--- src/rtl/assert_macros.svh ---
// Assertion macros shared by the RTL of the flag-keeping ALU.
// Each macro samples on the rising edge of the module's clock.
`ifndef ASSERT_MACROS_SVH
`define ASSERT_MACROS_SVH

// Checked only while reset is low.
`define ASSERT_RUN(lbl, prop, msg) \
   lbl: assert property (@(posedge clock) disable iff (reset) (prop)) else $error(msg);

// Checked on every edge, reset included.
`define ASSERT_ANY(lbl, prop, msg) \
   lbl: assert property (@(posedge clock) (prop)) else $error(msg);

`endif

--- src/rtl/cawf_pkg.sv ---
// Types and constants of the flag-keeping ALU.
// Used by cawf_alu, cpu_alu_with_flags_top and the testbench; depends on nothing.
package cawf_pkg;

   localparam int REQ_DATA_WIDTH = 48;
   localparam int RSP_DATA_WIDTH = 40;

   typedef logic [4:0] opcode_type;

   localparam opcode_type OP_ADD   = 5'd0;
   localparam opcode_type OP_ADC   = 5'd1;
   localparam opcode_type OP_SUB   = 5'd2;
   localparam opcode_type OP_SBC   = 5'd3;
   localparam opcode_type OP_AND   = 5'd4;
   localparam opcode_type OP_XOR   = 5'd5;
   localparam opcode_type OP_OR    = 5'd6;
   localparam opcode_type OP_CP    = 5'd7;
   localparam opcode_type OP_INC   = 5'd8;
   localparam opcode_type OP_DEC   = 5'd9;
   localparam opcode_type OP_RLC   = 5'd10;
   localparam opcode_type OP_RRC   = 5'd11;
   localparam opcode_type OP_RL    = 5'd12;
   localparam opcode_type OP_RR    = 5'd13;
   localparam opcode_type OP_SLA   = 5'd14;
   localparam opcode_type OP_SRA   = 5'd15;
   localparam opcode_type OP_SWAP  = 5'd16;
   localparam opcode_type OP_SRL   = 5'd17;
   localparam opcode_type OP_BIT   = 5'd18;
   localparam opcode_type OP_RES   = 5'd19;
   localparam opcode_type OP_SET   = 5'd20;
   localparam opcode_type OP_RLCA  = 5'd21;
   localparam opcode_type OP_RRCA  = 5'd22;
   localparam opcode_type OP_RLA   = 5'd23;
   localparam opcode_type OP_RRA   = 5'd24;
   localparam opcode_type OP_DAA   = 5'd25;
   localparam opcode_type OP_CPL   = 5'd26;
   localparam opcode_type OP_SCF   = 5'd27;
   localparam opcode_type OP_CCF   = 5'd28;
   localparam opcode_type OP_ADD16 = 5'd29;
   localparam opcode_type OP_ADDSP = 5'd30;
   localparam opcode_type OP_LDA   = 5'd31;

   typedef struct packed {
      logic zero;
      logic subtract;
      logic hcarry;
      logic carry;
   } flags_type;

   typedef struct packed {
      opcode_type  opcode;
      logic [7:0]  operand;
      logic [2:0]  bit_index;
      logic [15:0] wide_base;
      logic [15:0] wide_addend;
   } req_type;

   typedef struct packed {
      logic [7:0]  byte_result;
      logic [15:0] wide_result;
      logic [7:0]  accumulator_out;
      flags_type   flags;
   } rsp_type;

endpackage

--- src/rtl/cawf_alu.sv ---
// Combinational datapath of the flag-keeping ALU: one operation per call.
// Depends on cawf_pkg.
module cawf_alu (
   input  cawf_pkg::req_type   req,
   input  logic [7:0]          acc,
   input  cawf_pkg::flags_type flags,
   output cawf_pkg::rsp_type   rsp
);
   import cawf_pkg::*;

   // Rotate, shift or swap; returns the carry out above the byte.
   function automatic logic [8:0] shift_byte(input logic [2:0] sel, input logic [7:0] v,
                                             input logic cin);
      logic [8:0] r;
      case (sel)
         3'd0:    r = {v[7], v[6:0], v[7]};
         3'd1:    r = {v[0], v[0], v[7:1]};
         3'd2:    r = {v[7], v[6:0], cin};
         3'd3:    r = {v[0], cin, v[7:1]};
         3'd4:    r = {v[7], v[6:0], 1'b0};
         3'd5:    r = {v[0], v[7], v[7:1]};
         3'd6:    r = {1'b0, v[3:0], v[7:4]};
         default: r = {v[0], 1'b0, v[7:1]};
      endcase
      return r;
   endfunction

   logic [7:0]  d;
   logic        cc_add, cc_sub;
   logic [8:0]  sum9, dif9;
   logic [4:0]  hsum5, hdif5;
   logic [8:0]  cb_sh, acc_sh;
   logic [7:0]  inc8, dec8, bit_mask;
   logic        daa_hi, daa_lo;
   logic [7:0]  daa_up, daa_dn;
   logic [16:0] sum17;
   logic [12:0] hsum13;
   logic [15:0] off16;
   logic [4:0]  off_h5;
   logic [8:0]  off_c9;
   logic [7:0]  acc_new;
   flags_type   fl;

   assign d        = req.operand;
   assign cc_add   = (req.opcode == OP_ADC) & flags.carry;
   assign cc_sub   = (req.opcode == OP_SBC) & flags.carry;
   assign sum9     = {1'b0, acc} + {1'b0, d} + {8'd0, cc_add};
   assign hsum5    = {1'b0, acc[3:0]} + {1'b0, d[3:0]} + {4'd0, cc_add};
   assign dif9     = {1'b0, acc} - {1'b0, d} - {8'd0, cc_sub};
   assign hdif5    = {1'b0, acc[3:0]} - {1'b0, d[3:0]} - {4'd0, cc_sub};
   assign cb_sh    = shift_byte(3'(req.opcode - OP_RLC), d, flags.carry);
   assign acc_sh   = shift_byte(3'(req.opcode - OP_RLCA), acc, flags.carry);
   assign inc8     = d + 8'd1;
   assign dec8     = d - 8'd1;
   assign bit_mask = 8'd1 << req.bit_index;
   assign daa_hi   = flags.carry | (acc > 8'h99);
   assign daa_lo   = flags.hcarry | (acc[3:0] > 4'h9);
   assign daa_up   = acc + (daa_hi ? 8'h60 : 8'h00) + (daa_lo ? 8'h06 : 8'h00);
   assign daa_dn   = acc - (flags.carry ? 8'h60 : 8'h00) - (flags.hcarry ? 8'h06 : 8'h00);
   assign sum17    = {1'b0, req.wide_base} + {1'b0, req.wide_addend};
   assign hsum13   = {1'b0, req.wide_base[11:0]} + {1'b0, req.wide_addend[11:0]};
   assign off16    = req.wide_base + {{8{d[7]}}, d};
   assign off_h5   = {1'b0, req.wide_base[3:0]} + {1'b0, d[3:0]};
   assign off_c9   = {1'b0, req.wide_base[7:0]} + {1'b0, d};

   always_comb begin
      acc_new         = acc;
      fl              = flags;
      rsp.byte_result = acc;
      rsp.wide_result = 16'd0;
      unique case (req.opcode) inside
         OP_ADD, OP_ADC: begin
            acc_new = sum9[7:0];
            fl = '{zero: sum9[7:0] == 8'd0, subtract: 1'b0,
                   hcarry: hsum5[4], carry: sum9[8]};
            rsp.byte_result = acc_new;
         end
         OP_SUB, OP_SBC, OP_CP: begin
            if (req.opcode != OP_CP) begin
               acc_new = dif9[7:0];
            end
            fl = '{zero: dif9[7:0] == 8'd0, subtract: 1'b1,
                   hcarry: hdif5[4], carry: dif9[8]};
            rsp.byte_result = acc_new;
         end
         OP_AND: begin
            acc_new = acc & d;
            fl = '{zero: acc_new == 8'd0, subtract: 1'b0, hcarry: 1'b1, carry: 1'b0};
            rsp.byte_result = acc_new;
         end
         OP_XOR, OP_OR: begin
            acc_new = (req.opcode == OP_XOR) ? (acc ^ d) : (acc | d);
            fl = '{zero: acc_new == 8'd0, subtract: 1'b0, hcarry: 1'b0, carry: 1'b0};
            rsp.byte_result = acc_new;
         end
         OP_INC: begin
            fl.zero = inc8 == 8'd0;
            fl.subtract = 1'b0;
            fl.hcarry = d[3:0] == 4'hF;
            rsp.byte_result = inc8;
         end
         OP_DEC: begin
            fl.zero = dec8 == 8'd0;
            fl.subtract = 1'b1;
            fl.hcarry = d[3:0] == 4'h0;
            rsp.byte_result = dec8;
         end
         [OP_RLC:OP_SRL]: begin
            fl = '{zero: cb_sh[7:0] == 8'd0, subtract: 1'b0, hcarry: 1'b0,
                   carry: cb_sh[8]};
            rsp.byte_result = cb_sh[7:0];
         end
         OP_BIT: begin
            fl.zero = (d & bit_mask) == 8'd0;
            fl.subtract = 1'b0;
            fl.hcarry = 1'b1;
            rsp.byte_result = d;
         end
         OP_RES: rsp.byte_result = d & ~bit_mask;
         OP_SET: rsp.byte_result = d | bit_mask;
         [OP_RLCA:OP_RRA]: begin
            acc_new = acc_sh[7:0];
            fl = '{zero: 1'b0, subtract: 1'b0, hcarry: 1'b0, carry: acc_sh[8]};
            rsp.byte_result = acc_new;
         end
         OP_DAA: begin
            if (flags.subtract) begin
               acc_new = daa_dn;
            end else begin
               acc_new = daa_up;
               fl.carry = daa_hi;
            end
            fl.zero = acc_new == 8'd0;
            fl.hcarry = 1'b0;
            rsp.byte_result = acc_new;
         end
         OP_CPL: begin
            acc_new = ~acc;
            fl.subtract = 1'b1;
            fl.hcarry = 1'b1;
            rsp.byte_result = acc_new;
         end
         OP_SCF, OP_CCF: begin
            fl.subtract = 1'b0;
            fl.hcarry = 1'b0;
            fl.carry = (req.opcode == OP_SCF) ? 1'b1 : ~flags.carry;
         end
         OP_ADD16: begin
            fl.subtract = 1'b0;
            fl.hcarry = hsum13[12];
            fl.carry = sum17[16];
            rsp.wide_result = sum17[15:0];
         end
         OP_ADDSP: begin
            fl = '{zero: 1'b0, subtract: 1'b0, hcarry: off_h5[4], carry: off_c9[8]};
            rsp.wide_result = off16;
         end
         default: begin
            acc_new = d;
            rsp.byte_result = d;
         end
      endcase
      rsp.accumulator_out = acc_new;
      rsp.flags           = fl;
   end

endmodule

--- src/rtl/cpu_alu_with_flags_top.sv ---
// Top level of the flag-keeping 8-bit ALU: input stage, datapath, result stage.
// Depends on cawf_pkg, cawf_alu and assert_macros.svh.
//
// Use: each transaction on the req_ channel carries one opcode with its operands.
// The block applies it to the accumulator and the Z, N, H and C flags it keeps,
// and returns exactly one transaction on the rsp_ channel, in order.
// A request taken into the input register is shown on rsp_ from the result register
// once that register is free. Throughput: one transaction per cycle while rsp_tready is high;
// the accumulator and flags written by one operation feed the next at once.
// The input register and the result register each hold one transaction, so a
// new request is taken while a finished result waits to be read.
// When the receiver holds rsp_tready low, the result stays, the input stage
// fills and req_tready then falls until the result is taken.
// Reset (synchronous, active high) empties both stages and clears the
// accumulator and all four flags.
`include "assert_macros.svh"

module cpu_alu_with_flags_top (
   input  logic                                clock,
   input  logic                                reset,
   input  logic                                req_tvalid,
   output logic                                req_tready,
   // opcode[4:0], operand[12:5], bit_index[15:13], wide_base[31:16],
   // wide_addend[47:32]
   input  logic [cawf_pkg::REQ_DATA_WIDTH-1:0] req_tdata,
   output logic                                rsp_tvalid,
   input  logic                                rsp_tready,
   // byte_result[7:0], wide_result[23:8], accumulator_out[31:24], zero_flag[32],
   // subtract_flag[33], hcarry_flag[34], carry_flag[35], zero fill[39:36]
   output logic [cawf_pkg::RSP_DATA_WIDTH-1:0] rsp_tdata
);
   import cawf_pkg::*;

   logic       stage_valid_ff, stage_valid_in;
   req_type    stage_ff, stage_in;
   logic       out_valid_ff, out_valid_in;
   rsp_type    out_ff;
   logic [7:0] acc_ff;
   flags_type  flags_ff;
   rsp_type    alu_rsp;
   logic       out_free, advance;

   cawf_alu u_alu (
      .req   (stage_ff),
      .acc   (acc_ff),
      .flags (flags_ff),
      .rsp   (alu_rsp)
   );

   assign out_free   = ~out_valid_ff | rsp_tready;
   assign advance    = stage_valid_ff & out_free;
   assign req_tready = ~stage_valid_ff | out_free;

   always_comb begin
      stage_in.opcode      = req_tdata[4:0];
      stage_in.operand     = req_tdata[12:5];
      stage_in.bit_index   = req_tdata[15:13];
      stage_in.wide_base   = req_tdata[31:16];
      stage_in.wide_addend = req_tdata[47:32];
      stage_valid_in       = (req_tvalid & req_tready) | (stage_valid_ff & ~out_free);
      out_valid_in         = advance | (out_valid_ff & ~rsp_tready);
   end

   always_ff @(posedge clock) begin
      if (reset) begin
         stage_valid_ff <= 1'b0;
         out_valid_ff   <= 1'b0;
         acc_ff         <= 8'd0;
         flags_ff       <= '0;
      end else begin
         stage_valid_ff <= stage_valid_in;
         out_valid_ff   <= out_valid_in;
         if (advance) begin
            acc_ff   <= alu_rsp.accumulator_out;
            flags_ff <= alu_rsp.flags;
         end
      end
   end

   always_ff @(posedge clock) begin
      if (req_tvalid && req_tready) begin
         stage_ff <= stage_in;
      end
      if (advance) begin
         out_ff <= alu_rsp;
      end
   end

   assign rsp_tvalid = out_valid_ff;
   assign rsp_tdata  = {4'd0, out_ff.flags.carry, out_ff.flags.hcarry,
                        out_ff.flags.subtract, out_ff.flags.zero,
                        out_ff.accumulator_out, out_ff.wide_result, out_ff.byte_result};

   `ASSERT_RUN(a_state_matches_rsp, rsp_tvalid |-> (acc_ff == out_ff.accumulator_out && flags_ff == out_ff.flags), "Kept state differs from the pending result.")
   `ASSERT_RUN(a_state_holds_on_stall, (out_valid_ff && !rsp_tready) |=> ($stable(acc_ff) && $stable(flags_ff)), "State changed while the result was stalled.")
   `ASSERT_RUN(a_busy_means_full, !req_tready |-> (stage_valid_ff && out_valid_ff), "Input held off with a free stage.")
   `ASSERT_ANY(a_empty_after_reset, reset |=> (!rsp_tvalid && req_tready), "Stages not empty after reset.")

endmodule

--- config.mk ---
export PLATFORM = sky130hd
export DESIGN_NAME = cpu_alu_with_flags_top
export DESIGN_NICKNAME = d
export VERILOG_FILES = /design/src/rtl/cawf_pkg.sv /design/src/rtl/cawf_alu.sv /design/src/rtl/cpu_alu_with_flags_top.sv
export VERILOG_INCLUDE_DIRS = /design/src /design/src/rtl
export SDC_FILE = /design/constraint.sdc
export NUM_CORES = 1
export LEC_CHECK = 0
export ABC_AREA = 1
export ABC_CLOCK_PERIOD_IN_PS = 10000
export BUFFER_PORTS_ARGS = -buffer_cell sky130_fd_sc_hd__buf_2
export CAP_MARGIN = 20
export CORE_MARGIN = 2
export CORE_UTILIZATION = 50
export DETAILED_ROUTE_END_ITERATION = 8
export PLACE_DENSITY = 0.69
export SYNTH_ARGS = -nofsm -noshare
export SYNTH_HDL_FRONTEND = slang
export SYNTH_SLANG_ARGS = --single-unit
--- constraint.sdc ---
create_clock -name clock -period 10 [get_ports clock]
set_input_delay 1.5 -clock clock [delete_from_list [all_inputs] [get_ports clock]]
set_output_delay 1.5 -clock clock [all_outputs]
set_load 0.005 [all_outputs]
==> flow_metrics.py, run 1 <==
metrics = {
    "cts": {
        "cts_root_buf": "clkbuf_16",
        "clock_latency_ns": 0.37,
        "ctsHoldBuffers": 0,
        "numCtsBuffers": 9,
        "postCtsSetupBuffers": 0,
        "clk_pin_slew_worst_paths_ns": 0.08,
        "cts_sinks": 98,
        "cts_tree": "yes",
        "cts_buffer_depth": 2,
        "postCtsResizedCells": 0,
        "htreeDepth": 3,
    },
    "synthesis": {
        "synth_edf_count": 84,
        "avgSynthCellArea_um2": 7.11,
        "yosysSeqAreaShare_pct": 31.0,
        "synthTopCellsByArea": "edfxtp_1 28%, nand2_1 13%, ha_1 12%",
        "synth_top_area_share_pct": 27.9,
        "synthArstFlopShare_pct": 0,
        "synthFlopType": "edfxtp_1",
        "syn_inst": 1271,
        "yosysTopAreaCell": "edfxtp_1",
        "synth_warnings": 0,
        "syn_area_um2": 9040,
        "ys_ff_latch": 98,
        "synthDistinctLibCells": 53,
    },
    "floorplanning": {
        "io_pins": 94,
        "coreArea_um2": 17800,
        "die-area_um2": 19200,
        "fp.dieW_um": 138,
        "initial_core_util_pct": 50.7,
        "die_h_um": 138,
        "rows": 49,
    },
    "grt": {
        "grt_max_degree": 49,
        "grt-ovfl-total": 0,
        "antenna_found_initial": 0,
        "grt_pass1_wl_um": 48300,
        "first_global_vias": 8365,
        "grt_use_total_pct": 32.8,
    },
    "timing": {
        "setup_slack_ns": 5.92,
        "holdWs_ns": 0.477,
        "clock-skew-final_ns": 0.0128,
        "slew_viol_final": 0,
        "final-hold-violation-count": 0,
        "setup_viol": 0,
        "max_slew_margin_pct": 18.0,
        "rsz0062_at_grt": "false",
        "finalSetupTns_ns": 0,
        "fin_crit_sh_pct": 40.8,
        "timing.final.crit_period_ns": 4.08,
        "worstMarginPinSlew_ns": 1.20,
        "max_freq_mhz": 245,
    },
    "setup_path": {
        "crit_required_ns": 10.31,
        "arrival_ns": 4.39,
        "crit_path_end_kind": "flip-flop",
        "worstPathMaxFanout": 15,
        "cp-start-kind": "flip-flop",
        "criticalPathCategory": "reg2reg",
    },
    "flow_run": {
        "maxCapViolCount": 0,
    },
    "placed_design": {
        "hpwl_um": 24300,
        "post_dp_cell_area_um2": 9710,
        "io_buffer_count": 89,
        "dp.cells": 1573,
        "dp_slack_ns": 6.12,
        "place_congestion": 1.04,
    },
    "power_and_ir_drop": {
        "peakVddDrop_v": 0.0000836,
        "leakagePower_nw": 4.85,
        "p_per_area_nw_per_um2": 128,
        "total_power_mw": 1.29,
    },
    "cells_and_area": {
        "fin_util_pct": 56.4,
        "layout_common_cells": "325 x nand2_1, 142 x inv_1, 134 x nor2_1",
        "layout-drive-gt1-share_pct": 11.7,
        "nets": 1502,
        "diodes": 0,
        "final_common_cell": "nand2_1",
        "post_layout_nonfiller_instances": 1591,
        "syn_to_final_growth_pct": 11.2,
        "final_area_um2": 10100,
    },
    "route": {
        "wire_per_inst_um": 20.0,
        "via_per_inst": 5.92,
        "drc": 0,
        "drt_iter0_drc": 1154,
        "ant_nets": 0,
        "dr.pass1.iters": 6,
        "wl_um": 31800,
        "vias": 9419,
    },
    "min_path": {
        "holdCritPathClass": "reg2reg",
    },
    "status": {
        "status": "completed",
    },
}
## cell type report
| type | count | area [um2] |
|---|---|---|
| clock buffers | 9 | 225 |
| fillers | 1722 | 7790 |
| repair buffers | 97 | 531 |
| clock inverters | 7 | 76.3 |
| well taps | 229 | 287 |
| flip-flops and latches | 98 | 2800 |
| multi-input cells | 991 | 5530 |
| inverters | 160 | 601 |
## worst paths after layout
check,start,end,slack (ns),cells past startpoint
worst max register to register,acc_ff[1],acc_ff[7],5.92,17
worst max-delay path,acc_ff[1],acc_ff[7],5.92,17
worst min register to register,stage_valid_ff,rsp_tvalid,0.48,2
worst min-delay path,stage_valid_ff,rsp_tvalid,0.48,2
## where the power goes
group | internal [mW] | total, mW | switching, mW
clock | 0.179 | 0.364 | 0.185
combinational | 0.140 | 0.420 | 0.280
sequential | 0.477 | 0.505 | 0.0279
## cells by family after synthesis
family | share of synthesized area [%]
and+or+nand+nor | 31.4
AOI/OAI and AO/OA | 14.7
buffers and inverters | 7.92
DFF | 31.0
xor gates and xnor gates | 1.45
adders and majority gates | 13.5
other | 0.0415
## state kept, by name, indices dropped and copies added (netlist names)
name / count
stage_ff: 48
rsp_tdata: 36
acc_ff: 8
flags_ff: 4
rsp_tvalid: 1
stage_valid_ff: 1
## per-layer routing
layer / global-route usage (%) / share of wire [%]
met1: 48.6 / 45
met4: 10.4 / 2.8
met3: 7.14 / 10
met5: 0 / 0
met2: 47.5 / 42
## worst max-delay path: stages, from the launching register on
cell,delay [ns]
dfxtp_1,0.85
inv_1,0.35
ha_1,0.28
nor2_1,0.11
nor2_1,0.06
nor2_1,0.09
nor3_1,0.05
o21ai_0,0.39
ha_1,0.36
a21oi_1,0.17
nand2_1,0.09
o21ai_0,0.15
nand2_1,0.15
o21ai_0,0.47
nor2_1,0.10
nand3_1,0.19
nor2_1,0.06
nor2_1,0.10
## synthesized netlist by cell type, drive strengths merged (6+ instances only)
cell type / n
nand2: 332
inv: 153
nor2: 146
nand3: 102
o21ai: 99
ha: 86
edfxtp: 84
a21oi: 67
nand4: 27
o22ai: 18
clkbuf: 15
nor3: 15
dfxtp: 14
buf: 10
nand3b: 10
o211ai: 9
or2: 9
xor2: 8
clkinv: 7
fa: 7
xnor2: 7
o2111ai: 6
Power figures use the tool's default switching activity.
==> run 2, diff against run 1 <==
- ABC_AREA: 1 -> 0
- ABC_CLOCK_PERIOD_IN_PS: 10000 -> 3650
- PLACE_DENSITY: 0.69 -> 0.72
- clock period: 10 -> 3.65 ns (I/O delays scaled with it)
==> run 2 against run 1 <==
  * Global-route usage down 1.8 points
  * Setup slack worse by 5.9 ns
  * Critical path type unchanged
  * Non-clock buffer count up 56
  * Core utilization up 2.7 points
  * First-iteration DRC count down 21%
  * Clock skew up 0.0011 ns
  * Cell count down 17%
  * Flip-flop and latch count unchanged
==> flow_metrics.py, run 2 <==
metrics = {
    "setup_path": {
        "criticalPathCategory": "reg2reg",
        "cpLargestDelayFamily": "compound AO/OA/AOI/OAI gates",
        "worstPathMaxFanout": 3,
        "arrival_ns": 3.92,
        "cp-start-kind": "flip-flop",
        "crit_buf_inv": 2,
        "cp_slowest_cell": "fa_1",
        "slowest_delay_ns": 0.55,
        "path_cells": "nor4b_4, nand3_1, fa_1, inv_1, ha_2, o21a_1, o211a_1, o311a_1, o21ai_1, buf_4, nand3_1, a41oi_2, nand2_1, a21oi_2",
        "crit_required_ns": 3.94,
        "timing.critical_path.mode_cell": "nand3_1",
        "crit_path_end_kind": "flip-flop",
    },
    "route": {
        "dr.pass1.iters": 5,
        "wire_per_inst_um": 22.2,
        "drt_iter0_drc": 917,
        "via_per_inst": 6.45,
        "drc": 0,
        "ant_nets": 0,
        "vias": 8513,
        "wl_um": 29300,
    },
    "min_path": {
        "holdCritPathClass": "in2reg",
    },
    "cts": {
        "cts_buffer_depth": 2,
        "cts_root_buf": "clkbuf_16",
        "numCtsBuffers": 9,
        "cts_sinks": 98,
        "cts_tree": "yes",
        "clock_latency_ns": 0.36,
        "htreeDepth": 3,
        "clk_pin_slew_worst_paths_ns": 0.08,
        "ctsHoldBuffers": 0,
    },
    "status": {
        "status": "completed",
    },
    "timing": {
        "max_freq_mhz": 275,
        "max_slew_margin_pct": 27.9,
        "slew_viol_final": 0,
        "fin_crit_sh_pct": 99.6,
        "rsz0062_at_grt": "true",
        "clock-skew-final_ns": 0.0138,
        "worstMarginPinSlew_ns": 1.08,
        "setup_viol": 0,
        "final-hold-violation-count": 0,
        "timing.final.crit_period_ns": 3.64,
    },
    "power_and_ir_drop": {
        "leakagePower_nw": 4.16,
        "peakVddDrop_v": 0.000217,
        "p_per_area_nw_per_um2": 348,
        "total_power_mw": 3.58,
    },
    "synthesis": {
        "synthDistinctLibCells": 86,
        "synthFlopType": "edfxtp_1",
        "synth_warnings": 0,
        "avgSynthCellArea_um2": 9.11,
        "yosysTopAreaCell": "edfxtp_1",
        "synth_top_area_share_pct": 28.2,
        "synthTopCellsByArea": "edfxtp_1 28%, ha_1 12%, nor2_1 3.3%",
        "synth_commonest_cells": "86 x ha_1, 84 x edfxtp_1, 78 x nor2_1, 62 x nand2_1, 56 x o21ai_0",
        "synth_edf_count": 84,
        "synthMostInstantiatedCell": "ha_1",
        "syn_area_um2": 8960,
        "synthArstFlopShare_pct": 0,
        "ys_ff_latch": 98,
        "syn_inst": 983,
        "yosysSeqAreaShare_pct": 31.3,
    },
    "floorplanning": {
        "fp.dieW_um": 138,
        "initial_core_util_pct": 51.4,
        "die-area_um2": 19000,
        "io_pins": 94,
        "coreArea_um2": 17400,
        "die_h_um": 138,
        "rows": 48,
    },
    "cells_and_area": {
        "fin_util_pct": 59.1,
        "nets": 1235,
        "largest_register_ffs": 48,
        "diodes": 0,
        "regMostFlops": "stage_ff",
        "syn_to_final_growth_pct": 14.9,
        "layout_common_cells": "89 x buf_2, 85 x ha_1, 84 x edfxtp_1",
        "final_common_cell": "buf_2",
        "fill_cells": 1540,
        "final-seq-area_um2": 2800,
        "layout-drive-gt1-share_pct": 19.6,
        "multi_input_area_um2": 5780,
    },
    "placed_design": {
        "place_congestion": 1.02,
        "io_buffer_count": 89,
        "hpwl_um": 21700,
    },
    "flow_run": {
        "maxCapViolCount": 0,
    },
    "grt": {
        "grt_max_degree": 52,
        "grt_pass1_wl_um": 44100,
        "grt_use_total_pct": 30.9,
        "antenna_found_initial": 0,
        "first_global_vias": 7836,
        "grt-ovfl-total": 0,
    },
}
-- run 2: cell types whose count changed after synthesis, moves of 23 or more --
cell     before  now
inv_1       144   48
xnor2_1       7   33
mux2i_1       0   23
nor2_1      134   78
nand2_1     325   62
nand3_1     101   35
o21ai_0      91   56
-- run 2: cell families after synthesis --
family                     after synthesis  synth area share, %
muxes                                   37                 5.59
and+or+nand+nor                        309                 17.5
AOI/OAI and AO/OA                      280                 21.6
adders and majority gates               94                 13.7
DFF                                     98                 31.3
buffers and inverters                  110                 5.06
other                                    1               0.0419
xor gates and xnor gates                54                 5.28
-- run 2: power by group --
part,switching [mW],internal (mW),total [mW]
clock network,0.484,0.546,1.03
registers,0.0545,1.30,1.36
logic,0.705,0.486,1.19
total,1.24,2.34,3.58
-- run 2: path summary, 6_finish.rpt --
path | from | end | cells past startpoint | slack, ns
worst max-delay path | stage_ff[46] | acc_ff[7] | 14 | 0.01
worst min-delay path | req_tdata[8] | stage_ff[38] | 1 | 0.35
worst max register to register | stage_ff[46] | acc_ff[7] | 14 | 0.01
worst min register to register | stage_valid_ff | rsp_tvalid | 2 | 0.52
-- run 2: layout make-up --
class / count / share of cell area, %
flip-flops and latches: 98 / 27.2
multi-input cells: 778 / 56.2
well taps: 225 / 2.74
clock buffers: 9 / 2.19
clock inverters: 7 / 0.827
repair buffers: 153 / 9.03
inverters: 50 / 1.82
-- run 2: layer usage --
metal  global-route usage [%]  part of all wire, %  routed length [um]
met2                     46.8                   44               12900
met3                     7.24                   11                3080
met5                        0                    0                   0
met4                     12.6                  3.8                1120
met1                     42.6                   42               12200
-- run 2: what timing repair did --
item,4_1_cts,5_1_grt
endpoints found under the setup margin,0,12
hold endpoints to repair,0,0
buffers inserted,0,2
resized for setup,0,14
-- run 2: metrics by stage --
step	hold WS [ns]	TNS, ns	instance area (um2)	cells	setup slack [ns]
2_1_floorplan	0.487	-0.0590	9010	986	-0.0294
3_3_place_gp	0.505	0	9920	1302	0.113
3_5_place_dp	0.509	0	9920	1302	0.0325
4_1_cts	0.347	0	10200	1318	0.00855
5_1_grt	0.343	-0.156	10300	1320	-0.103
6_report	0.354	0	10300	1320	0.0148
==> run 3, diff against run 2 <==
- CTS_BUF_LIST: default -> sky130_fd_sc_hd__clkbuf_4 sky130_fd_sc_hd__clkbuf_8
- SLEW_MARGIN: default -> 20
==> run 3 against run 2 <==
  * Cell count up 0.23%
  * Flip-flop and latch count stayed put
  * Wire length down 0.96%
  * Non-clock buffer count grew 3
  * Register-to-register slack about the same
  * Power is 6.8% lower
  * Die area stayed put
  * Clock skew is 0.0089 ns higher
  * Setup slack about the same
  * Critical path type unchanged
  * Critical endpoint is now flags_ff[3]
==> flow_metrics.py, run 3 (same netlist as run 2, synthesis figures left out) <==
metrics = {
    "route": {
        "wl_um": 29000,
        "wl_met2_um": 12700,
        "drc": 0,
        "wl_met3_um": 3160,
        "m1WireLength_um": 12000,
        "wire_per_inst_um": 21.9,
        "ant_nets": 0,
        "dr.pass1.iters": 5,
        "route.top_layer_used": "met4",
        "via_per_inst": 6.40,
        "vias": 8465,
        "drt_iter0_drc": 890,
    },
    "power_and_ir_drop": {
        "seq_power_share_pct": 40.7,
        "leakagePower_nw": 4.13,
        "switching_share_pct": 36.4,
        "peakVddDrop_v": 0.000203,
        "p_comb_share_pct": 35.7,
        "p_per_area_nw_per_um2": 326,
        "p_clk_share_pct": 23.6,
        "internal_power_mw": 2.12,
        "switchingPower_mw": 1.21,
        "total_power_mw": 3.34,
    },
    "timing": {
        "setup_viol": 0,
        "final-hold-violation-count": 0,
        "clock-skew-final_ns": 0.0227,
        "max_freq_mhz": 275,
        "setup_slack_ns": 0.0147,
        "slew_viol_final": 0,
        "timing.final.crit_period_ns": 3.64,
        "max_slew_margin_pct": 28.5,
        "worstMarginPinSlew_ns": 1.07,
        "rsz0062_at_grt": "true",
        "fin_crit_sh_pct": 99.6,
    },
    "placed_design": {
        "dp_slack_ns": 0.0325,
        "post_dp_cell_area_um2": 9920,
        "io_buffer_count": 89,
        "dp.cells": 1302,
        "hpwl_um": 21700,
        "place_congestion": 1.02,
    },
    "grt": {
        "grt_pass1_wl_um": 43900,
        "grt-ovfl-total": 0,
        "grt_use_total_pct": 30.8,
        "grt_max_degree": 52,
        "first_global_vias": 7770,
        "antenna_found_initial": 0,
    },
    "floorplanning": {
        "die_h_um": 138,
        "rows": 48,
        "initial_core_util_pct": 51.4,
        "coreArea_um2": 17400,
        "io_pins": 94,
        "fp.dieW_um": 138,
        "die-area_um2": 19000,
    },
    "cells_and_area": {
        "final_common_cell": "buf_2",
        "post_layout_nonfiller_instances": 1323,
        "syn_to_final_growth_pct": 14.1,
        "layout-drive-gt1-share_pct": 19.8,
        "layout_common_cells": "89 x buf_2, 85 x ha_1, 84 x edfxtp_1",
        "fill_cells": 1552,
        "regMostFlops": "stage_ff",
        "diodes": 0,
        "largest_register_ffs": 48,
        "nets": 1238,
        "final_area_um2": 10200,
    },
    "cts": {
        "clk_pin_slew_worst_paths_ns": 0.12,
        "cts_tree": "yes",
        "clock_latency_ns": 0.40,
        "cts_root_buf": "clkbuf_8",
        "cts_buffer_depth": 2,
        "htreeDepth": 3,
        "numCtsBuffers": 9,
        "ctsHoldBuffers": 0,
        "cts_sinks": 98,
    },
    "setup_path": {
        "arrival_ns": 3.94,
        "criticalPathCategory": "reg2reg",
        "crit_path_end_kind": "flip-flop",
        "r2r_cells": 12,
        "cp-start-kind": "flip-flop",
        "worstPathMaxFanout": 3,
        "crit_required_ns": 3.95,
    },
    "flow_run": {
        "maxCapViolCount": 0,
    },
    "min_path": {
        "hold_depth": 1,
        "holdCritPathClass": "in2reg",
    },
    "status": {
        "status": "completed",
    },
}
-- run 3: cell types whose count changed in the layout (fill, tap and decap cells not counted), moves of 2 or more --
cell	before	now
clkbuf_8	0	9
nor4_4	0	2
nor4_2	4	2
clkbuf_16	9	0
buf_4	63	66
-- run 3: path summary, 6_finish.rpt --
path,slack (ns),end,start
setup / recovery,0.01,flags_ff[3],stage_ff[46]
hold / removal,0.32,stage_ff[38],req_tdata[8]
setup reg to reg,0.01,flags_ff[3],stage_ff[46]
hold reg to reg,0.53,rsp_tvalid,stage_valid_ff
-- run 3: repair_timing --
item | CTS | global route
gates resized for setup | 0 | 15
buffers inserted | 0 | 5
endpoints found under the setup margin | 0 | 12
-- run 3: final cells by class --
class                           count  area [um2]  share of cell area, %
Clock inverter                      7        85.1                  0.832
Sequential cell                    98        2800                   27.4
Timing Repair Buffer              156         952                   9.31
Clock buffer                        9         124                   1.21
Tap cell                          225         282                   2.75
Multi-Input combinational cell    778        5790                   56.6
Inverter                           50         188                   1.84
-- run 3: power by group through the flow --
stage | logic, mW | registers, mW | clock network (mW)
2_1_floorplan | 0.787 | 1.37 | 0
3_3_place_gp | 1.13 | 1.38 | 0
3_5_place_dp | 1.14 | 1.38 | 0
4_1_cts | 1.15 | 1.36 | 0.797
5_1_grt | 1.29 | 1.36 | 0.828
6_report | 1.19 | 1.36 | 0.787
-- run 3: routing by layer --
metal	track usage, %	up-vias
met5	0	-
met4	12.6	0
met3	7.68	74
met2	46.5	495
met1	42.3	3972
li1	-	3924
-- run 3: through the flow --
stage	hold WS, ns	util [%]	TNS [ns]
floorplan	0.487	-	-0.0590
global placement	0.505	57.0	0
detailed placement	0.509	57.0	0
CTS	0.308	58.2	0
global route	0.302	58.7	-0.130
finish	0.316	58.7	0
-- run 3: critical path, cell delays in order (launching register included) --
cell and delay (ns):
edfxtp_1 0.49, nor4b_4 0.35, nand3_1 0.16, fa_1 0.56, inv_1 0.05, ha_2 0.16
o21a_1 0.20, o211a_1 0.23, o311a_1 0.35, or3_4 0.35, a2111oi_4 0.32, nor3b_2 0.10
a311oi_2 0.23
